$ cat src/hdl/hsm_pkg.sv
// ----------------------------------------------------------------------------
// hsm_pkg: shared types and constants
// Register indexes, reset values, request and status codes, and the result
// and configuration records passed between the blocks of the bus master.
// ----------------------------------------------------------------------------
package hsm_pkg;

  localparam int CMD_W      = 8;
  localparam int LIMIT_W    = 18;
  localparam int CFG_IDX_W  = 3;
  localparam int CFG_DATA_W = 18;
  localparam int VALUE_W    = 16;

  // configuration register indexes
  localparam logic [CFG_IDX_W-1:0] CFG_TEMP_CMD    = 3'd0;
  localparam logic [CFG_IDX_W-1:0] CFG_HUMID_CMD   = 3'd1;
  localparam logic [CFG_IDX_W-1:0] CFG_STATUS_CMD  = 3'd2;
  localparam logic [CFG_IDX_W-1:0] CFG_TEMP_LIMIT  = 3'd3;
  localparam logic [CFG_IDX_W-1:0] CFG_HUMID_LIMIT = 3'd4;

  // configuration reset values
  localparam logic [CMD_W-1:0]   RST_TEMP_CMD    = 8'd3;
  localparam logic [CMD_W-1:0]   RST_HUMID_CMD   = 8'd5;
  localparam logic [CMD_W-1:0]   RST_STATUS_CMD  = 8'd7;
  localparam logic [LIMIT_W-1:0] RST_TEMP_LIMIT  = 18'd175000;
  localparam logic [LIMIT_W-1:0] RST_HUMID_LIMIT = 18'd50000;

  // input opcodes
  localparam logic OP_TICK    = 1'b0;
  localparam logic OP_REQUEST = 1'b1;

  // request kinds
  localparam logic [1:0] KIND_TEMP    = 2'd0;
  localparam logic [1:0] KIND_HUMID   = 2'd1;
  localparam logic [1:0] KIND_STATUS  = 2'd2;
  localparam logic [1:0] KIND_INVALID = 2'd3;

  // transaction status codes
  localparam logic [1:0] ST_OK      = 2'd0;
  localparam logic [1:0] ST_NO_ACK  = 2'd1;
  localparam logic [1:0] ST_INVALID = 2'd2;
  localparam logic [1:0] ST_TIMEOUT = 2'd3;

  typedef struct packed {
    logic [CMD_W-1:0]   temp_command;
    logic [CMD_W-1:0]   humid_command;
    logic [CMD_W-1:0]   status_command;
    logic [LIMIT_W-1:0] temp_wait_limit;
    logic [LIMIT_W-1:0] humid_wait_limit;
  } cfg_t;

  typedef struct packed {
    logic               sck_out;
    logic               data_release;
    logic               busy_res;
    logic               done_res;
    logic [VALUE_W-1:0] read_value;
    logic [1:0]         status_code;
  } result_t;

endpackage

$ cat src/hdl/hsm_if.sv
// ----------------------------------------------------------------------------
// hsm_if: stream channels of the bus master
// Valid/ready channels for tick and request items in, and line/result items out.
// ----------------------------------------------------------------------------
interface hsm_in_if;
  logic       valid;
  logic       ready;
  logic       opcode;
  logic [1:0] request_kind;
  logic       data_in;

  modport source (output valid, output opcode, output request_kind, output data_in,
                  input ready);
  modport sink   (input valid, input opcode, input request_kind, input data_in,
                  output ready);
endinterface

interface hsm_out_if;
  logic                        valid;
  logic                        ready;
  logic                        sck_out;
  logic                        data_release;
  logic                        busy_res;
  logic                        done_res;
  logic [hsm_pkg::VALUE_W-1:0] read_value;
  logic [1:0]                  status_code;

  modport source (output valid, output sck_out, output data_release, output busy_res,
                  output done_res, output read_value, output status_code,
                  input ready);
  modport sink   (input valid, input sck_out, input data_release, input busy_res,
                  input done_res, input read_value, input status_code,
                  output ready);
endinterface

$ cat src/hdl/hsm_cfg_regs.sv
// ----------------------------------------------------------------------------
// hsm_cfg_regs: configuration registers
// Command bytes and conversion wait limits, written through a plain write port.
// ----------------------------------------------------------------------------
module hsm_cfg_regs (
  input  logic                             clk,
  input  logic                             rst_n,
  input  logic                             cfg_we,
  input  logic [hsm_pkg::CFG_IDX_W-1:0]    cfg_index,
  input  logic [hsm_pkg::CFG_DATA_W-1:0]   cfg_wdata,
  output hsm_pkg::cfg_t                    cfg
);

  hsm_pkg::cfg_t cfg_r;
  hsm_pkg::cfg_t cfg_nxt;

  always_comb begin
    cfg_nxt = cfg_r;
    if (cfg_we) begin
      case (cfg_index)
        hsm_pkg::CFG_TEMP_CMD:    cfg_nxt.temp_command     = cfg_wdata[hsm_pkg::CMD_W-1:0];
        hsm_pkg::CFG_HUMID_CMD:   cfg_nxt.humid_command    = cfg_wdata[hsm_pkg::CMD_W-1:0];
        hsm_pkg::CFG_STATUS_CMD:  cfg_nxt.status_command   = cfg_wdata[hsm_pkg::CMD_W-1:0];
        hsm_pkg::CFG_TEMP_LIMIT:  cfg_nxt.temp_wait_limit  = cfg_wdata[hsm_pkg::LIMIT_W-1:0];
        hsm_pkg::CFG_HUMID_LIMIT: cfg_nxt.humid_wait_limit = cfg_wdata[hsm_pkg::LIMIT_W-1:0];
        default: ; // drop writes beyond the register list
      endcase
    end
  end

  always_ff @(posedge clk) begin
    if (!rst_n) begin
      cfg_r.temp_command     <= hsm_pkg::RST_TEMP_CMD;
      cfg_r.humid_command    <= hsm_pkg::RST_HUMID_CMD;
      cfg_r.status_command   <= hsm_pkg::RST_STATUS_CMD;
      cfg_r.temp_wait_limit  <= hsm_pkg::RST_TEMP_LIMIT;
      cfg_r.humid_wait_limit <= hsm_pkg::RST_HUMID_LIMIT;
    end else begin
      cfg_r <= cfg_nxt;
    end
  end

  assign cfg = cfg_r;

endmodule

$ cat src/hdl/hsm_seq.sv
// ----------------------------------------------------------------------------
// hsm_seq: bus phase sequencer
// Holds the transaction state and, for each accepted item, forms the line
// levels of the current phase and advances at most one half-bit phase.
// ----------------------------------------------------------------------------
module hsm_seq #(
  parameter int WAIT_BITS        = 18,
  parameter int START_LEAD_TICKS = 4
) (
  input  logic               clk,
  input  logic               rst_n,
  input  logic               in_fire,
  input  logic               opcode,
  input  logic [1:0]         request_kind,
  input  logic               data_in,
  input  hsm_pkg::cfg_t      cfg,
  output hsm_pkg::result_t   res
);

  localparam int CW = (WAIT_BITS > hsm_pkg::LIMIT_W) ? WAIT_BITS : hsm_pkg::LIMIT_W;
  localparam logic [WAIT_BITS-1:0] LEAD_TICKS = WAIT_BITS'(START_LEAD_TICKS);
  localparam logic [WAIT_BITS-1:0] WAIT_MAX   = {WAIT_BITS{1'b1}};

  typedef enum logic [17:0] {
    PH_IDLE    = 18'h00001,
    PH_LEAD    = 18'h00002,
    PH_S1      = 18'h00004,
    PH_S2      = 18'h00008,
    PH_S3      = 18'h00010,
    PH_S4      = 18'h00020,
    PH_S5      = 18'h00040,
    PH_S6      = 18'h00080,
    PH_SEND_LO = 18'h00100,
    PH_SEND_HI = 18'h00200,
    PH_ACK_LO  = 18'h00400,
    PH_ACK_HI  = 18'h00800,
    PH_WAIT    = 18'h01000,
    PH_RECV_LO = 18'h02000,
    PH_RECV_HI = 18'h04000,
    PH_RACK_LO = 18'h08000,
    PH_RACK_HI = 18'h10000,
    PH_STOP    = 18'h20000
  } phase_t;

  phase_t                      phase_r,      phase_nxt;
  logic [3:0]                  bit_count_r,  bit_count_nxt;
  logic [7:0]                  shift_r,      shift_nxt;
  logic [1:0]                  byte_index_r, byte_index_nxt;
  logic [WAIT_BITS-1:0]        wait_count_r, wait_count_nxt;
  logic [hsm_pkg::VALUE_W-1:0] value_r,      value_nxt;
  logic [1:0]                  kind_r,       kind_nxt;
  logic [1:0]                  status_r,     status_nxt;

  logic [hsm_pkg::CMD_W-1:0]   command;
  logic                        recv_ack;
  logic [3:0]                  bit_count_inc;
  logic [WAIT_BITS-1:0]        wait_count_inc;
  logic [hsm_pkg::LIMIT_W-1:0] wait_limit;
  logic                        wait_expired;
  logic                        sck;
  logic                        dat;
  logic                        done;

  always_comb begin
    case (kind_r)
      hsm_pkg::KIND_TEMP:  command = cfg.temp_command;
      hsm_pkg::KIND_HUMID: command = cfg.humid_command;
      default:             command = cfg.status_command;
    endcase
  end

  assign recv_ack       = (kind_r != hsm_pkg::KIND_STATUS) && (byte_index_r < 2'd2);
  assign bit_count_inc  = bit_count_r + 4'd1;
  assign wait_count_inc = wait_count_r + WAIT_BITS'(1);
  assign wait_limit     = (kind_r == hsm_pkg::KIND_TEMP) ? cfg.temp_wait_limit
                                                         : cfg.humid_wait_limit;
  assign wait_expired   = (CW'(wait_count_r) >= CW'(wait_limit)) ||
                          (wait_count_r == WAIT_MAX);

  // line levels of the phase the item finds
  always_comb begin
    sck = 1'b0;
    dat = 1'b1;
    case (phase_r)
      PH_S1, PH_S5, PH_ACK_HI, PH_RECV_HI, PH_STOP: sck = 1'b1;
      PH_S2, PH_S4: begin
        sck = 1'b1;
        dat = 1'b0;
      end
      PH_S3:      dat = 1'b0;
      PH_SEND_LO: dat = command[3'd7 - bit_count_r[2:0]];
      PH_SEND_HI: begin
        sck = 1'b1;
        dat = command[3'd7 - bit_count_r[2:0]];
      end
      PH_RACK_LO: dat = !recv_ack;
      PH_RACK_HI: begin
        sck = 1'b1;
        dat = !recv_ack;
      end
      default: ;
    endcase
  end

  always_comb begin
    phase_nxt      = phase_r;
    bit_count_nxt  = bit_count_r;
    shift_nxt      = shift_r;
    byte_index_nxt = byte_index_r;
    wait_count_nxt = wait_count_r;
    value_nxt      = value_r;
    kind_nxt       = kind_r;
    status_nxt     = status_r;
    done           = 1'b0;

    if (opcode == hsm_pkg::OP_REQUEST) begin
      // a request while busy is ignored
      if (phase_r == PH_IDLE) begin
        value_nxt      = '0;
        status_nxt     = hsm_pkg::ST_OK;
        kind_nxt       = request_kind;
        bit_count_nxt  = '0;
        shift_nxt      = '0;
        byte_index_nxt = '0;
        wait_count_nxt = '0;
        if (request_kind == hsm_pkg::KIND_INVALID) begin
          status_nxt = hsm_pkg::ST_INVALID;
          done       = 1'b1;
        end else begin
          phase_nxt = PH_LEAD;
        end
      end
    end else if (phase_r != PH_IDLE) begin
      if (phase_r == PH_STOP) begin
        done = 1'b1;
      end
      case (phase_r)
        PH_LEAD: begin
          wait_count_nxt = wait_count_inc;
          if (wait_count_inc >= LEAD_TICKS) begin
            wait_count_nxt = '0;
            phase_nxt      = PH_S1;
          end
        end
        PH_S1:      phase_nxt = PH_S2;
        PH_S2:      phase_nxt = PH_S3;
        PH_S3:      phase_nxt = PH_S4;
        PH_S4:      phase_nxt = PH_S5;
        PH_S5:      phase_nxt = PH_S6;
        PH_S6: begin
          bit_count_nxt = '0;
          phase_nxt     = PH_SEND_LO;
        end
        PH_SEND_LO: phase_nxt = PH_SEND_HI;
        PH_SEND_HI: begin
          bit_count_nxt = bit_count_inc;
          phase_nxt     = (bit_count_inc >= 4'd8) ? PH_ACK_LO : PH_SEND_LO;
        end
        PH_ACK_LO:  phase_nxt = PH_ACK_HI;
        PH_ACK_HI: begin
          bit_count_nxt  = '0;
          shift_nxt      = '0;
          byte_index_nxt = '0;
          wait_count_nxt = '0;
          if (data_in) begin
            status_nxt = hsm_pkg::ST_NO_ACK;
            phase_nxt  = PH_STOP;
          end else begin
            phase_nxt = (kind_r == hsm_pkg::KIND_STATUS) ? PH_RECV_LO : PH_WAIT;
          end
        end
        PH_WAIT: begin
          // sensor pulls data low when the conversion is done
          if (!data_in) begin
            phase_nxt = PH_RECV_LO;
          end else if (wait_expired) begin
            status_nxt = hsm_pkg::ST_TIMEOUT;
            phase_nxt  = PH_RECV_LO;
          end else begin
            wait_count_nxt = wait_count_inc;
          end
        end
        PH_RECV_LO: phase_nxt = PH_RECV_HI;
        PH_RECV_HI: begin
          shift_nxt     = {shift_r[6:0], data_in};
          bit_count_nxt = bit_count_inc;
          phase_nxt     = (bit_count_inc >= 4'd8) ? PH_RACK_LO : PH_RECV_LO;
        end
        PH_RACK_LO: phase_nxt = PH_RACK_HI;
        PH_RACK_HI: begin
          if (kind_r == hsm_pkg::KIND_STATUS) begin
            value_nxt = {8'h00, shift_r};
          end else if (byte_index_r == 2'd0) begin
            value_nxt = {shift_r, 8'h00};
          end else if (byte_index_r == 2'd1) begin
            value_nxt = {value_r[15:8], shift_r};
          end
          // checksum byte is dropped
          bit_count_nxt = '0;
          if ((kind_r == hsm_pkg::KIND_STATUS) || (byte_index_r >= 2'd2)) begin
            phase_nxt = PH_STOP;
          end else begin
            byte_index_nxt = byte_index_r + 2'd1;
            shift_nxt      = '0;
            phase_nxt      = PH_RECV_LO;
          end
        end
        default: phase_nxt = PH_IDLE;
      endcase
    end
  end

  always_ff @(posedge clk) begin
    if (!rst_n) begin
      phase_r      <= PH_IDLE;
      bit_count_r  <= '0;
      shift_r      <= '0;
      byte_index_r <= '0;
      wait_count_r <= '0;
      value_r      <= '0;
      kind_r       <= '0;
      status_r     <= '0;
    end else if (in_fire) begin
      phase_r      <= phase_nxt;
      bit_count_r  <= bit_count_nxt;
      shift_r      <= shift_nxt;
      byte_index_r <= byte_index_nxt;
      wait_count_r <= wait_count_nxt;
      value_r      <= value_nxt;
      kind_r       <= kind_nxt;
      status_r     <= status_nxt;
    end
  end

  always_comb begin
    res.sck_out      = sck;
    res.data_release = dat;
    res.busy_res     = (phase_nxt != PH_IDLE);
    res.done_res     = done;
    res.read_value   = value_nxt;
    res.status_code  = status_nxt;
  end

`ifndef SYNTHESIS
  a_state_holds: assert property (@(posedge clk) disable iff (!rst_n)
    !in_fire |=> $stable(phase_r) && $stable(value_r) && $stable(status_r))
    else $error("sequencer state moved without an accepted item");

  a_stop_to_idle: assert property (@(posedge clk) disable iff (!rst_n)
    in_fire && (phase_r == PH_STOP) && (opcode == hsm_pkg::OP_TICK) |=> phase_r == PH_IDLE)
    else $error("stop tick did not return to idle");

  a_bit_count_range: assert property (@(posedge clk) disable iff (!rst_n)
    bit_count_r <= 4'd8)
    else $error("bit count ran past one byte");

  a_done_not_busy: assert property (@(posedge clk) disable iff (!rst_n)
    in_fire && res.done_res |=> phase_r == PH_IDLE)
    else $error("finished transaction left the sequencer busy");
`endif

endmodule

$ cat src/hdl/hsm_out_reg.sv
// ----------------------------------------------------------------------------
// hsm_out_reg: result register
// Holds one result item until taken; takes a new one in the same cycle.
// ----------------------------------------------------------------------------
module hsm_out_reg (
  input  logic             clk,
  input  logic             rst_n,
  input  logic             in_valid,
  output logic             in_ready,
  input  hsm_pkg::result_t in_data,
  output logic             out_valid,
  input  logic             out_ready,
  output hsm_pkg::result_t out_data
);

  logic             valid_r, valid_nxt;
  hsm_pkg::result_t data_r;
  logic             load;

  assign in_ready  = !valid_r || out_ready;
  assign load      = in_valid && in_ready;
  assign valid_nxt = load ? 1'b1 : (valid_r && !out_ready);

  always_ff @(posedge clk) begin
    if (!rst_n) begin
      valid_r <= 1'b0;
    end else begin
      valid_r <= valid_nxt;
    end
  end

  always_ff @(posedge clk) begin
    if (load) begin
      data_r <= in_data;
    end
  end

  assign out_valid = valid_r;
  assign out_data  = data_r;

endmodule

$ cat src/hdl/humidity_sensor_two_wire_master_core.sv
// ----------------------------------------------------------------------------
// humidity_sensor_two_wire_master_core: two-wire humidity sensor bus master
// Steps the start pattern, command byte, acknowledge, conversion wait and
// byte reads one half-bit tick per accepted item.
//
//   channel  | direction | payload
//   ---------+-----------+------------------------------------------------
//   in_ch    | in        | opcode, request_kind, data_in
//   out_ch   | out       | sck_out, data_release, busy_res, done_res,
//            |           | read_value, status_code
//   cfg_*    | in        | write enable, 3-bit register index, 18-bit data
//
// For each item, the sequencer forms the result from its state and the item,
// and the result register holds it the cycle after acceptance.
// An item is accepted every cycle while the result register is empty or is
// being taken; a stalled output holds one result and blocks further items.
// Synchronous reset returns the sequencer to idle and the registers to their
// reset values; there is no clearing pass.
// ----------------------------------------------------------------------------
module humidity_sensor_two_wire_master_core #(
  parameter int WAIT_BITS        = 18,
  parameter int START_LEAD_TICKS = 4
) (
  input  logic                            clk,
  input  logic                            rst_n,
  hsm_in_if.sink                          in_ch,
  hsm_out_if.source                       out_ch,
  input  logic                            cfg_we,
  input  logic [hsm_pkg::CFG_IDX_W-1:0]   cfg_index,
  input  logic [hsm_pkg::CFG_DATA_W-1:0]  cfg_wdata
);

  hsm_pkg::cfg_t    cfg;
  hsm_pkg::result_t seq_res;
  hsm_pkg::result_t out_res;
  logic             in_ready;
  logic             in_fire;

  assign in_ch.ready = in_ready;
  assign in_fire     = in_ch.valid && in_ready;

  hsm_cfg_regs u_cfg (
    .clk       (clk),
    .rst_n     (rst_n),
    .cfg_we    (cfg_we),
    .cfg_index (cfg_index),
    .cfg_wdata (cfg_wdata),
    .cfg       (cfg)
  );

  hsm_seq #(
    .WAIT_BITS        (WAIT_BITS),
    .START_LEAD_TICKS (START_LEAD_TICKS)
  ) u_seq (
    .clk          (clk),
    .rst_n        (rst_n),
    .in_fire      (in_fire),
    .opcode       (in_ch.opcode),
    .request_kind (in_ch.request_kind),
    .data_in      (in_ch.data_in),
    .cfg          (cfg),
    .res          (seq_res)
  );

  hsm_out_reg u_out (
    .clk       (clk),
    .rst_n     (rst_n),
    .in_valid  (in_ch.valid),
    .in_ready  (in_ready),
    .in_data   (seq_res),
    .out_valid (out_ch.valid),
    .out_ready (out_ch.ready),
    .out_data  (out_res)
  );

  assign out_ch.sck_out      = out_res.sck_out;
  assign out_ch.data_release = out_res.data_release;
  assign out_ch.busy_res     = out_res.busy_res;
  assign out_ch.done_res     = out_res.done_res;
  assign out_ch.read_value   = out_res.read_value;
  assign out_ch.status_code  = out_res.status_code;

endmodule
$ cat src/flat_wrapper.sv
// flat-port wrapper written by rule: the top's interface ports become plain ports
module humidity_sensor_two_wire_master_core_flat 
#(
  parameter int WAIT_BITS        = 18,
  parameter int START_LEAD_TICKS = 4
)
  (clk, rst_n, cfg_we, cfg_index, cfg_wdata, in_ch_valid, in_ch_opcode, in_ch_request_kind, in_ch_data_in, in_ch_ready, out_ch_valid, out_ch_sck_out, out_ch_data_release, out_ch_busy_res, out_ch_done_res, out_ch_read_value, out_ch_status_code, out_ch_ready);
  hsm_in_if in_ch_i ();
  hsm_out_if out_ch_i ();
  input  logic clk;
  input  logic rst_n;
  input  logic cfg_we;
  input  logic [hsm_pkg::CFG_IDX_W-1:0] cfg_index;
  input  logic [hsm_pkg::CFG_DATA_W-1:0] cfg_wdata;
  input wire logic [$bits(in_ch_i.valid)-1:0] in_ch_valid;
  input wire logic [$bits(in_ch_i.opcode)-1:0] in_ch_opcode;
  input wire logic [$bits(in_ch_i.request_kind)-1:0] in_ch_request_kind;
  input wire logic [$bits(in_ch_i.data_in)-1:0] in_ch_data_in;
  output wire logic [$bits(in_ch_i.ready)-1:0] in_ch_ready;
  output wire logic [$bits(out_ch_i.valid)-1:0] out_ch_valid;
  output wire logic [$bits(out_ch_i.sck_out)-1:0] out_ch_sck_out;
  output wire logic [$bits(out_ch_i.data_release)-1:0] out_ch_data_release;
  output wire logic [$bits(out_ch_i.busy_res)-1:0] out_ch_busy_res;
  output wire logic [$bits(out_ch_i.done_res)-1:0] out_ch_done_res;
  output wire logic [$bits(out_ch_i.read_value)-1:0] out_ch_read_value;
  output wire logic [$bits(out_ch_i.status_code)-1:0] out_ch_status_code;
  input wire logic [$bits(out_ch_i.ready)-1:0] out_ch_ready;
  assign in_ch_i.valid = in_ch_valid;
  assign in_ch_i.opcode = in_ch_opcode;
  assign in_ch_i.request_kind = in_ch_request_kind;
  assign in_ch_i.data_in = in_ch_data_in;
  assign in_ch_ready = in_ch_i.ready;
  assign out_ch_valid = out_ch_i.valid;
  assign out_ch_sck_out = out_ch_i.sck_out;
  assign out_ch_data_release = out_ch_i.data_release;
  assign out_ch_busy_res = out_ch_i.busy_res;
  assign out_ch_done_res = out_ch_i.done_res;
  assign out_ch_read_value = out_ch_i.read_value;
  assign out_ch_status_code = out_ch_i.status_code;
  assign out_ch_i.ready = out_ch_ready;
  humidity_sensor_two_wire_master_core #(.WAIT_BITS(WAIT_BITS), .START_LEAD_TICKS(START_LEAD_TICKS)) u_core (.clk(clk), .rst_n(rst_n), .in_ch(in_ch_i), .out_ch(out_ch_i), .cfg_we(cfg_we), .cfg_index(cfg_index), .cfg_wdata(cfg_wdata));
endmodule
$ cat config.mk
export PLATFORM = sky130hd
export DESIGN_NAME = humidity_sensor_two_wire_master_core_flat
export DESIGN_NICKNAME = d
export VERILOG_FILES = /design/src/hdl/hsm_pkg.sv /design/src/hdl/hsm_if.sv /design/src/hdl/hsm_cfg_regs.sv /design/src/hdl/hsm_seq.sv /design/src/hdl/hsm_out_reg.sv /design/src/hdl/humidity_sensor_two_wire_master_core.sv /design/src/flat_wrapper.sv
export SDC_FILE = /design/constraint.sdc
export NUM_CORES = 1
export LEC_CHECK = 0
export ABC_AREA = 1
export BUFFER_PORTS_ARGS = -buffer_cell sky130_fd_sc_hd__buf_4
export CAP_MARGIN = 15
export CORE_UTILIZATION = 45
export DETAILED_ROUTE_END_ITERATION = 12
export PLACE_DENSITY = 0.59
export SLEW_MARGIN = 40
export SYNTH_ARGS = -nofsm -noshare
export SYNTH_HDL_FRONTEND = slang
export SYNTH_SLANG_ARGS = --single-unit
$ cat constraint.sdc
create_clock -name clk -period 6.95 [get_ports clk]
set_clock_uncertainty 0.2 [all_clocks]
set_input_delay 1.39 -clock clk [delete_from_list [all_inputs] [get_ports clk]]
set_output_delay 1.39 -clock clk [all_outputs]
set_load 0.05 [all_outputs]
# [Word level (Yosys, flattened, before mapping)]
# Cells that the tools add are included.
[classes] n_addsub=4 order_cmp=6 n_eq_ne=34 n_mux=61 n_reduce_logical=33
[op_table] cell="$mux W18" n=16
[op_table] cell="$pmux W18 S16" n=1
[op_table] cell="$mux W16" n=7
[op_table] cell="$pmux W18 S3" n=1
[op_table] cell="$mux W8" n=5
[op_table] cell="$eq A18 B18 Y1 const B" n=2
[op_table] cell="$ne A18 B1 Y1 const B" n=2
[op_table] cell="$pmux W8 S3" n=1
[op_table] cell="$mux W2" n=11
[op_table] cell="$add A18 B1 Y18 const B" n=1
[op_table] cell="$eq A18 B1 Y1 const B" n=1
[op_table] cell="$eq A18 B10 Y1 const B" n=1
[op_table] cell="$eq A18 B11 Y1 const B" n=1
[op_table] cell="$eq A18 B12 Y1 const B" n=1
[op_table] cell="$eq A18 B13 Y1 const B" n=1
[op_table] cell="$eq A18 B14 Y1 const B" n=1
[op_table] cell="$eq A18 B15 Y1 const B" n=1
[op_table] cell="$eq A18 B16 Y1 const B" n=1
[op_table] cell="$eq A18 B17 Y1 const B" n=1
[op_table] cell="$eq A18 B2 Y1 const B" n=1
[op_table] cell="$eq A18 B3 Y1 const B" n=1
[op_table] cell="$eq A18 B4 Y1 const B" n=1
[op_table] cell="$eq A18 B5 Y1 const B" n=1
[op_table] cell="$eq A18 B6 Y1 const B" n=1
[op_table] cell="45 further kinds" n=77
[word_totals] regBits=153 out_inout_bits=24 elab_cells=158

# [Longest topological paths before layout]
# Gate-level depths: netlist of run 1.
[depth] word_depth=10 mapped_depth=19

# [By module]
# From an unflattened synthesis of run 1, not the netlist that was laid out.
[unflattened] cells_unflattened=1401 area_unflattened_um2=9472.8
[by_module_without_submodules] module="hsm_seq" instances=1 cells_each=1039 area_per_inst_um2=6412.4 seq_area_each_um2=1401.3
[by_module_without_submodules] module="hsm_cfg_regs" instances=1 cells_each=331 area_per_inst_um2=2341.0 seq_area_each_um2=1201.2
[by_module_without_submodules] module="hsm_out_reg" instances=1 cells_each=29 area_per_inst_um2=711.9 seq_area_each_um2=680.7
[by_module_without_submodules] module="humidity_sensor_two_wire_master_core" instances=1 cells_each=2 area_per_inst_um2=7.5 seq_area_each_um2=0.0

# [Least setup slack after synthesis of run 1]
# No wires, ideal clock.
[synth_path] path_kind="input to register" from="input out_ch_ready" to="register u_core.u_out.data_r, in the netlist u_core.u_out.out_data[0], enable pin" setup_ns=0.395 arrival_ns=3.064 t_required_ns=6.355 slack_ns=3.291 path_stages=5 path_buffers=1 path_cell_list="inv_1 -> nand2_1 -> nand2_1 -> inv_1 -> clkbuf_1"
[synth_via] elab_chain_len=2
[synth_rtl] item="start, declared" line="flat_wrapper.sv:27" source="input wire logic [$bits(out_ch_i.ready)-1:0] out_ch_ready;"
[synth_rtl] item="$logic_or A1 B1 Y1" line="hsm_out_reg.sv:20" source="assign in_ready = !valid_r || out_ready;"
[synth_rtl] item="net in_ch_ready" line="flat_wrapper.sv:19" source="output wire logic [$bits(in_ch_i.ready)-1:0] in_ch_ready;"
[synth_rtl] item="$logic_and A1 B1 Y1"
[synth_rtl] item="net u_core.in_fire" line="humidity_sensor_two_wire_master_core.sv:37" source="logic in_fire;"
[synth_rtl] item="end signal, assigned" line="hsm_out_reg.sv:34" source="data_r <= in_data;"
[synth_rtl] item="end, declared" line="hsm_out_reg.sv:17" source="hsm_pkg::result_t data_r;"
# The timed path passes the listed nets, and every way through them passes these cells.
# A chain may end at the register's enable or synchronous reset.

# [Final worst setup path of run 1]
[layout_path] from="input cfg_index[2] (netlist bit)" to="register u_core.u_cfg.cfg_r, in the netlist u_core.u_cfg.cfg[19]"
[layout_via] elab_chain_len=2
[layout_rtl] item="start, declared" line="flat_wrapper.sv:13" source="input logic [hsm_pkg::CFG_IDX_W-1:0] cfg_index;"
[layout_rtl] item="$eq A3 B2 Y1" line="hsm_cfg_regs.sv:20" source="case (cfg_index)"
[layout_rtl] item="$reduce_and A2 Y1 (no line)"
[layout_rtl] item="end signal, assigned" line="hsm_cfg_regs.sv:39" source="cfg_r <= cfg_nxt;"
[layout_rtl] item="end, declared" line="hsm_cfg_regs.sv:14" source="hsm_pkg::cfg_t cfg_r;"
# No other way between the ends.

==> flow_summary.toml, run 1 <==
[clock_network]
cts-resized-gates = 0
cts_hold_buf = 0
postCtsSetupBuffers = 0
cts_tree = "done"
cts_buffers = 17
clock_latency_ns = 0.43
cts-root-buf = "clkbuf_16"
path_clk_slew_ns = 0.06
htreeDepth = 4
clkSinkCount = 153
clockBufferDepth = 2

[global_route]
grt_overflow = 0
grt_first_pass_wirelength_um = 38000
grt_pass1_vias = 7502
antenna_found_initial = 0
grt_max_degree = 75
grt_usage_pct = 24.0

[logic_synthesis]
mappedNetlistArea_um2 = 8800
yosys-top-cells-area = "dfxtp_1 (30%), nand2_1 (10%), nor2_1 (7.6%)"
syn_area_per_cell_um2 = 6.96
synth_top_area_share_pct = 29.8
ys_ff_latch = 153
yosysTopAreaCell = "dfxtp_1"
syn_inst = 1264
synth.distinct_cells = 49
yosysSeqAreaShare_pct = 37.3
syn_nets = 1321
yosys_warnings = 0

[routing]
vias = 8152
dr.first_iter.drc_count = 519
drtPass1Iterations = 6
ant_nets = 0
wirelength_um = 22900
routedWlPerCell_um = 14.6
drcViolationCount = 0
detail_route.vias_per_cell = 5.19

[job]
drv_cap = 0

[sta]
hold_ws_ns = 0.254
period_share_pct = 49.1
setup_viol = 0
timing.fmax_mhz = 293
worst_pin_slew_ns = 0.749
min_period_ns = 3.41
slew_headroom_pct = 50.0
drv_slew = 0
hold_viol = 0
tns_ns = 0
rsz0062_at_grt = "no"

[pwr]
max-vdd-ir-drop_v = 0.000191
p_clk_share_pct = 42.2
power.leakage_nw = 4.54
p_sw_share_pct = 29.1
p_switching_mw = 0.647
power_density_nw_per_um2 = 224
p_seq_share_pct = 43.7
power_frac_comb_pct = 14.1
internal-power_mw = 1.58

[placed_design]
gp_congestion = 0.922
portBuffers = 53
hpwl_um = 16100

[critical_path]
worstPathCellList = "buf_4 > nor2_1 > nand2_1 > nor2_1 > clkinv_1 > o21ai_0 > a21oi_1"
cp_max_fo = 27
startpoint_type = "primary input"
cp_slowest_cell = "clkinv_1"
worstSetupPathType = "primary input to flop"
crit_top_cell = "nor2_1"
cp.required_ns = 7.04
cp_num_buf_inv = 2
critPathTopFamily = "buffers and inverters"
arrival_ns = 3.50
setup.worst_path.start = "cfg_index[2]"
cp_slowest_stage_delay_ns = 0.79
reg2reg_from = "u_core.u_seq.kind_r[1]$_SDFFE_PN0P_"
critPathCaptureType = "flop"

[hold_path]
hold_path.startpoint = "u_core.u_cfg.cfg[18]$_SDFFE_PN0P_"
hp-class = "flop to flop"

[die]
dieWidth_um = 142
die_h_um = 142
start_util_pct = 46.4
dieArea_um2 = 20100
io_pins = 54
num_rows = 50
coreArea_um2 = 19000

[cells_and_area]
final_common_cell = "nand2_1"
antenna_cells = 0
finalNetCount = 1355
final_cell_mix = "nand2_1 (244), nor2_1 (177), inv_1 (148), dfxtp_1 (131)"
area_growth_syn_to_layout_pct = 12.9
drive_above_1_share_pct = 11.1

[run_status]
status = "finished clean"
[worst paths after layout]
path / depth (start not counted) / slack (ns) / end
max reg2reg: 16 / 3.55 / u_core.u_out.out_data[19]$_DFFE_PP_
max: 7 / 3.54 / u_core.u_cfg.cfg[19]$_SDFFE_PN0P_
min reg2reg: 2 / 0.25 / u_core.u_cfg.cfg[18]$_SDFFE_PN0P_
min: 2 / 0.25 / u_core.u_cfg.cfg[18]$_SDFFE_PN0P_
[power by group through the flow]
stage          sequential [mW]  combinational [mW]  clock (mW)
4_1_cts                  0.973               0.315       0.959
3_5_place_dp             0.992               0.314           0
2_1_floorplan             1.02               0.198           0
5_1_grt                  0.979               0.353        1.00
6_report                 0.973               0.314       0.940
3_3_place_gp             0.992               0.312           0
[synth_stat cells (all sizes together)]
| cell | number |
|---|---|
| a211oi | 14 |
| a21o | 3 |
| a21oi | 92 |
| a31oi | 5 |
| buf | 12 |
| clkbuf | 33 |
| clkinv | 5 |
| dfxtp | 131 |
| edfxtp | 22 |
| ha | 27 |
| inv | 153 |
| mux2i | 9 |
| nand2 | 261 |
| nand3 | 104 |
| nand3b | 2 |
| nand4 | 14 |
| nor2 | 188 |
| nor3 | 19 |
| nor4 | 2 |
| o211ai | 15 |
| o21a | 1 |
| o21ai | 132 |
| o21bai | 5 |
| o221ai | 2 |
| o22ai | 7 |
| o311ai | 2 |
| o31ai | 1 |
| xnor2 | 1 |
| xor2 | 2 |
[sequential cells by signal, summed over array words and instances, names as in the netlist]
register,cells
u_core.u_cfg.cfg,60
u_core.u_out.out_data,22
u_core.u_seq.phase_r,18
u_core.u_seq.wait_count_r,18
u_core.u_seq.value_r,16
u_core.u_seq.shift_r,8
u_core.u_seq.bit_count_r,4
u_core.u_seq.byte_index_r,2
u_core.u_seq.kind_r,2
u_core.u_seq.status_r,2
u_core.u_out.out_valid,1
[final cells by class]
type	instances	area, µm²
Timing Repair Buffer	60	450
Inverter	158	601
Sequential cell	153	3280
Multi-Input combinational cell	908	4680
Fill cell	1916	9020
Clock buffer	19	433
Tap cell	260	325
Clock inverter	13	159
[metrics by stage]
step | setup WS (ns) | std cells | total power [mW] | utilization (%) | area (µm²)
2_1_floorplan | 3.29 | 1264 | 1.22 | - | 8800
3_3_place_gp | 3.22 | 1539 | 1.30 | 49.3 | 9340
3_5_place_dp | 3.09 | 1539 | 1.31 | 49.3 | 9340
4_1_cts | 3.51 | 1571 | 2.25 | 52.4 | 9940
5_1_grt | 3.22 | 1571 | 2.34 | 52.4 | 9940
6_report | 3.54 | 1571 | 2.23 | 52.4 | 9940
[worst register-to-register path, cell delays in order (launching register included)]
cell and delay, ns:
dfxtp_1 0.34, nor2_2 0.08, buf_4 0.31, clkinv_1 0.38
o21ai_0 0.36, ha_1 0.28, nand2_1 0.05, nand3b_1 0.11
nor2_1 0.05, nor2_1 0.22, nand4_1 0.16, nand2_1 0.10
nand2_1 0.05, nand2_1 0.10, nand3_1 0.08, nor2_1 0.14
nand4_1 0.12
[cell families after synthesis]
logic type	Yosys count	synth area share, %
compound gates	279	18.1
xor+xnor	3	0.299
fa+ha+maj	27	3.84
buf+inv	203	9.51
flops	153	37.3
mux	9	1.02
simple gates	590	29.9
[layer usage]
layer | vias to the layer above | share of wire, % | GRT usage, % | routed length, µm
li1 | 4247 | - | - | -
met1 | 3717 | 51 | 35.1 | 11800
met2 | 176 | 43 | 36.5 | 9910
met5 | - | 0 | 0 | 0
met3 | 12 | 4.7 | 4.25 | 1070
met4 | 0 | 0.70 | 5.60 | 160
No activity file was read; power rests on OpenSTA's default activity.
==> inputs of run 2 (changes only) <==
ABC_AREA = 0   (was 1)
PLACE_DENSITY = 0.62   (was 0.59)
clock period = 2.9 ns   (was 6.95 ns; I/O delays follow)
==> flow_summary.toml, run 2 <==
[cells_and_area]
fillers = 1591
multi_input_area_um2 = 4970
drive_above_1_share_pct = 30.1
seq_area_um2 = 3290
largest_reg_flops = 60
final_common_cell = "nand2_1"
final_util_pct = 59.8
finalNetCount = 1155
final_cell_mix = "nand2_1 (189), buf_4 (174), dfxtp_1 (127), a21boi_0 (49), nand3_1 (48)"
antenna_cells = 0
area_growth_syn_to_layout_pct = 30.7
stdcell_area_um2 = 10700
final_cells = 1340

[clock_network]
clockBufferDepth = 2
cts_tree = "done"
clkSinkCount = 153
htreeDepth = 4
cts_buffers = 17
path_clk_slew_ns = 0.06
clock_latency_ns = 0.42
cts-root-buf = "clkbuf_16"

[die]
dieArea_um2 = 18800
die_h_um = 137
dieWidth_um = 137
coreArea_um2 = 18000
start_util_pct = 45.8
num_rows = 49
io_pins = 54

[sta]
drv_slew = 0
min_period_ns = 3.07
setup_viol = 23
fin_ws_ns = -0.172
hold_ws_ns = 0.176
timing.fmax_mhz = 326
hold_viol = 0
period_share_pct = 106
rsz0062_at_grt = "yes"
tns_ns = -2.58
slew_headroom_pct = 51.7
worst_pin_slew_ns = 0.724

[routing]
wirelength_um = 23200
vias = 7583
ant_nets = 0
detail_route.vias_per_cell = 5.66
routedWlPerCell_um = 17.3
drcViolationCount = 0
drtPass1Iterations = 5
dr.first_iter.drc_count = 644

[logic_synthesis]
yosys-top-cells-area = "dfxtp_1 (32%), nand2_1 (8.7%), edfxtp_1 (8.0%)"
syn_area_per_cell_um2 = 8.74
yosysMostFrequentCell = "nand2_1"
yosysSeqAreaShare_pct = 39.9
synth.distinct_cells = 81
yosys_warnings = 0
synth_common_cells = "nand2_1 (190), dfxtp_1 (131), o21ai_0 (55), a21boi_0 (49), nand3_1 (49)"
syn_nets = 998
async_flop_share_pct = 0
syn_inst = 941
ys_ff_latch = 153
mappedNetlistArea_um2 = 8220
yosysTopAreaCell = "dfxtp_1"
synthFlopType = "dfxtp_1"
synth_edf_count = 22
synth_top_area_share_pct = 31.9

[placed_design]
portBuffers = 53
gp_congestion = 0.896
pre_cts_ws_ns = -0.185
placed_area_um2 = 9680
hpwl_um = 16200
placedCellCount = 1294

[pwr]
p_sw_share_pct = 26.1
power_frac_comb_pct = 13.6
p_switching_mw = 1.38
p_clk_share_pct = 43.5
power.leakage_nw = 4.38
max-vdd-ir-drop_v = 0.000457
design_power_total_mw = 5.27
p_seq_share_pct = 42.9
power_density_nw_per_um2 = 490
internal-power_mw = 3.89

[critical_path]
r2r_cells = 12
arrival_ns = 3.24
cp.required_ns = 3.07
cp_slowest_stage_delay_ns = 0.40
worstPathCellList = "nor2_4 > buf_12 > mux2i_2 > ha_1 > a211oi_2 > nor2_2 > o41ai_4 > buf_4 > nand2_4 > buf_6 > a2111oi_4 > a22o_1"
critPathCaptureType = "flop"
crit_cells = 12
setup.worst_path.start = "u_core.u_seq.kind_r[0]$_SDFFE_PN0P_"
r2r-end = "u_core.u_seq.wait_count_r[5]$_SDFFE_PN0P_"
cp_num_buf_inv = 3
startpoint_type = "flop"
cp_max_fo = 7
critPathTopFamily = "compound AO/OA/AOI/OAI gates"
endpoint = "u_core.u_seq.wait_count_r[5]$_SDFFE_PN0P_"
regToRegSetupSlack_ns = -0.17
reg2reg_from = "u_core.u_seq.kind_r[0]$_SDFFE_PN0P_"
worstSetupPathType = "flop to flop"
cp_slowest_cell = "a2111oi_4"

[global_route]
grt_max_degree = 48
antenna_found_initial = 0
grt_pass1_vias = 7040
grt_overflow = 0
grt_first_pass_wirelength_um = 37000
grt_usage_pct = 25.7

[job]
drv_cap = 0

[hold_path]
hp-class = "primary input to flop"
whs_path_depth = 3

[run_status]
violations = "negative setup slack"
status = "finished with violations"
## run 2: area by class of cell
type                       count  share of cell area, %
inverter                      18                  0.629
clock buffer                  22                   4.42
timing repair buffer         189                   14.2
sequential                   153                   30.6
clock inverter                10                   1.19
multi-input combinational    719                   46.3
tap                          229                   2.67
## run 2: logic make-up after synthesis
logic type | count (synthesis) | synth area share (%)
flops | 153 | 39.9
fa+ha+maj | 27 | 4.11
buf+inv | 69 | 3.53
mux | 39 | 5.46
simple gates | 421 | 26.1
compound gates | 223 | 19.9
xor+xnor | 9 | 0.959
## run 2: power by group through the flow
stage | sequential, mW | clock (mW) | combinational (mW)
after floorplan | 2.38 | 0 | 0.323
after global placement | 2.30 | 0 | 0.640
after detailed placement | 2.30 | 0 | 0.647
after CTS | 2.26 | 2.32 | 0.703
after global routing | 2.27 | 2.42 | 0.771
final | 2.26 | 2.29 | 0.718
## run 2: worst reg2reg max path, delay by kind of cell (launching register included)
family                   cells  cell delay [ns]
adder cells (fa/ha/maj)      1             0.28
flip-flops                   1             0.33
AND/OR/NAND/NOR              3             0.31
multiplexers                 1             0.20
AO/OA/AOI/OAI                4             1.22
buffers and inverters        3             0.49
## run 2: metal layers
metal / vias up / wire length [µm] / global-route usage [%]
met5: - / 0 / 0
met4: 0 / 428 / 8.24
met3: 32 / 898 / 3.26
met2: 196 / 10900 / 41.3
met1: 3629 / 11000 / 35.5
li1: 3726 / - / -
## run 2: repair_timing
item / CTS / global route
setup endpoints to repair: 23 / 65
resized for setup: 37 / 41
pin swaps: 17 / 23
buffers inserted: 7 / 7
cloned: 3 / 0
hold buffers: 0 / 0
## run 2: worst min-delay path by stage
| stage | start | slack, ns | to |
|---|---|---|---|
| 2_1_floorplan | u_core.u_cfg.cfg[44]$_SDFFE_PN1P_ | 0.24 | u_core.u_cfg.cfg[44]$_SDFFE_PN1P_ |
| 3_3_place_gp | u_core.u_cfg.cfg[51]$_SDFFE_PN0P_ | 0.25 | u_core.u_cfg.cfg[51]$_SDFFE_PN0P_ |
| 3_5_place_dp | u_core.u_cfg.cfg[46]$_SDFFE_PN1P_ | 0.25 | u_core.u_cfg.cfg[46]$_SDFFE_PN1P_ |
| 4_1_cts | cfg_wdata[13] | 0.16 | u_core.u_cfg.cfg[31]$_SDFFE_PN1P_ |
| 5_1_grt | cfg_wdata[11] | 0.17 | u_core.u_cfg.cfg[29]$_SDFFE_PN1P_ |
| 6_report | cfg_wdata[13] | 0.18 | u_core.u_cfg.cfg[31]$_SDFFE_PN1P_ |
==> inputs of run 3 (changes only) <==
ABC_AREA = 1   (was 0)
PLACE_DENSITY = 0.61   (was 0.62)
SYNTH_HIERARCHICAL = 1   (was not set)
==> flow_summary.toml, run 3 <==
[logic_synthesis]
syn_nets = 1457
yosysSeqAreaShare_pct = 34.7
synth_top_area_share_pct = 27.7
async_flop_share_pct = 0
syn_area_per_cell_um2 = 6.76
yosysTopAreaCell = "dfxtp_1"
ys_ff_latch = 153
yosysMostFrequentCell = "nand2_1"
synthFlopType = "dfxtp_1"
synth.distinct_cells = 50
yosys-top-cells-area = "dfxtp_1 (28%), nand2_1 (11%), nor2_1 (9.8%)"
synth_edf_count = 22
synth_common_cells = "nand2_1 (268), nor2_1 (248), inv_1 (152), nand3_1 (146), dfxtp_1 (131)"
yosys_warnings = 6
syn_inst = 1401
mappedNetlistArea_um2 = 9470

[clock_network]
htreeDepth = 4
cts-root-buf = "clkbuf_16"
cts_buffers = 17
path_clk_slew_ns = 0.08
postCtsSetupBuffers = 0
clkSinkCount = 153
cts_hold_buf = 0
cts-resized-gates = 0
clock_latency_ns = 0.44
cts_tree = "done"
clockBufferDepth = 2

[sta]
fin_ws_ns = 0.191
drv_slew = 0
hold_ws_ns = 0.144
slew_headroom_pct = 52.8
period_share_pct = 93.4
worst_pin_slew_ns = 0.705
min_period_ns = 2.71
rsz0062_at_grt = "yes"
timing.fmax_mhz = 369
hold_viol = 0
setup_viol = 0

[cells_and_area]
area_growth_syn_to_layout_pct = 15.7
final_util_pct = 53.6
final_common_cell = "nand2_1"
fillers = 2086
finalNetCount = 1517
final_cell_mix = "nand2_1 (267), nor2_1 (242), inv_1 (152), nand3_1 (146), dfxtp_1 (129)"
seq_area_um2 = 3290
drive_above_1_share_pct = 15.3
antenna_cells = 0
multi_input_area_um2 = 5280
largest_reg_flops = 60
stdcell_area_um2 = 11000

[critical_path]
cp_max_fo = 10
critPathCaptureType = "flop"
cp.required_ns = 2.89
startpoint_type = "flop"
arrival_ns = 2.70
worstSetupPathType = "flop to flop"

[global_route]
grt_overflow = 0
grt_max_degree = 42
grt_usage_pct = 24.4
grt_pass1_vias = 8410
grt_first_pass_wirelength_um = 42100
antenna_found_initial = 0

[pwr]
max-vdd-ir-drop_v = 0.000437
power_density_nw_per_um2 = 521
power.leakage_nw = 5.15
design_power_total_mw = 5.71

[job]
drv_cap = 0

[routing]
drtPass1Iterations = 5
routedWlPerCell_um = 14.7
dr.first_iter.drc_count = 577
detail_route.vias_per_cell = 5.25
vias = 9154
wirelength_um = 25700
ant_nets = 0
drcViolationCount = 0

[placed_design]
pre_cts_ws_ns = 0.112
gp_congestion = 0.927
hpwl_um = 18500
portBuffers = 53
placed_area_um2 = 10300

[run_status]
status = "finished clean"

[die]
num_rows = 52
dieArea_um2 = 21600
start_util_pct = 46.4
die_h_um = 147
coreArea_um2 = 20400
io_pins = 54
dieWidth_um = 147

[hold_path]
hp-class = "primary input to flop"
## run 3: routing by layer
layer,wire [µm],global-route usage (%),vias up
li1,-,-,4709
met1,12000,32.0,4191
met2,12000,40.3,213
met3,1190,4.19,41
met4,533,7.99,0
met5,0,0,-
## run 3: kinds of logic (layout without fill, tap and decap cells)
kind of cell,Yosys count,after routing,share of synthesized area (%)
AO/OA/AOI/OAI,213,213,13.3
XOR/XNOR,5,5,0.462
adder cells (fa/ha/maj),26,26,3.43
buffers and inverters,223,296,10.1
flip-flops,153,153,34.7
multiplexers,17,17,1.80
AND/OR/NAND/NOR,764,764,36.3
## run 3: cell type report
| cell class | instances | share of cell area, % |
|---|---|---|
| Clock buffer | 17 | 3.88 |
| Timing Repair Buffer | 98 | 7.22 |
| Inverter | 166 | 5.80 |
| Tap cell | 270 | 3.08 |
| Clock inverter | 15 | 1.91 |
| Multi-Input combinational cell | 1025 | 48.1 |
| Sequential cell | 153 | 30.0 |
## run 3: worst max-delay path, stage by stage, from the launching register on
cell and delay [ns]:
dfxtp_2 0.34, nor2_4 0.17, buf_12 0.17, mux2i_1 0.22
ha_1 0.27, nand2_1 0.09, inv_1 0.04, nand2_1 0.06
nand2_1 0.04, nand2_1 0.07, nand2_2 0.07, nor2_4 0.10
nand4_1 0.12, nand2_1 0.08, nand2_1 0.04, nand3_1 0.08
nand3_1 0.07, nor3_1 0.13, nand3_1 0.08
## run 3: power breakdown
group	switching, mW	internal (mW)
logic	0.663	0.333
clock network	1.10	1.26
registers	0.0919	2.27
total	1.86	3.86
## run 3: metrics by stage
stage | TNS, ns | instances
3_5_place_dp | 0 | 1711
5_1_grt | -0.0952 | 1744
3_3_place_gp | 0 | 1711
2_1_floorplan | 0 | 1401
6_report | 0 | 1744
4_1_cts | 0 | 1743
## run 3: worst paths after layout
check	start	to	slack, ns	cells after the start
min reg2reg	u_core/u_cfg/cfg[29]$_SDFFE_PN1P_	u_core/u_cfg/cfg[29]$_SDFFE_PN1P_	0.26	2
max reg2reg	u_core/u_seq/kind_r[1]$_SDFFE_PN0P_	u_core/u_out/out_data[19]$_DFFE_PP_	0.19	18
min	cfg_wdata[14]	u_core/u_cfg/cfg[14]$_SDFFE_PN1P_	0.14	3
max	u_core/u_seq/kind_r[1]$_SDFFE_PN0P_	u_core/u_out/out_data[19]$_DFFE_PP_	0.19	18
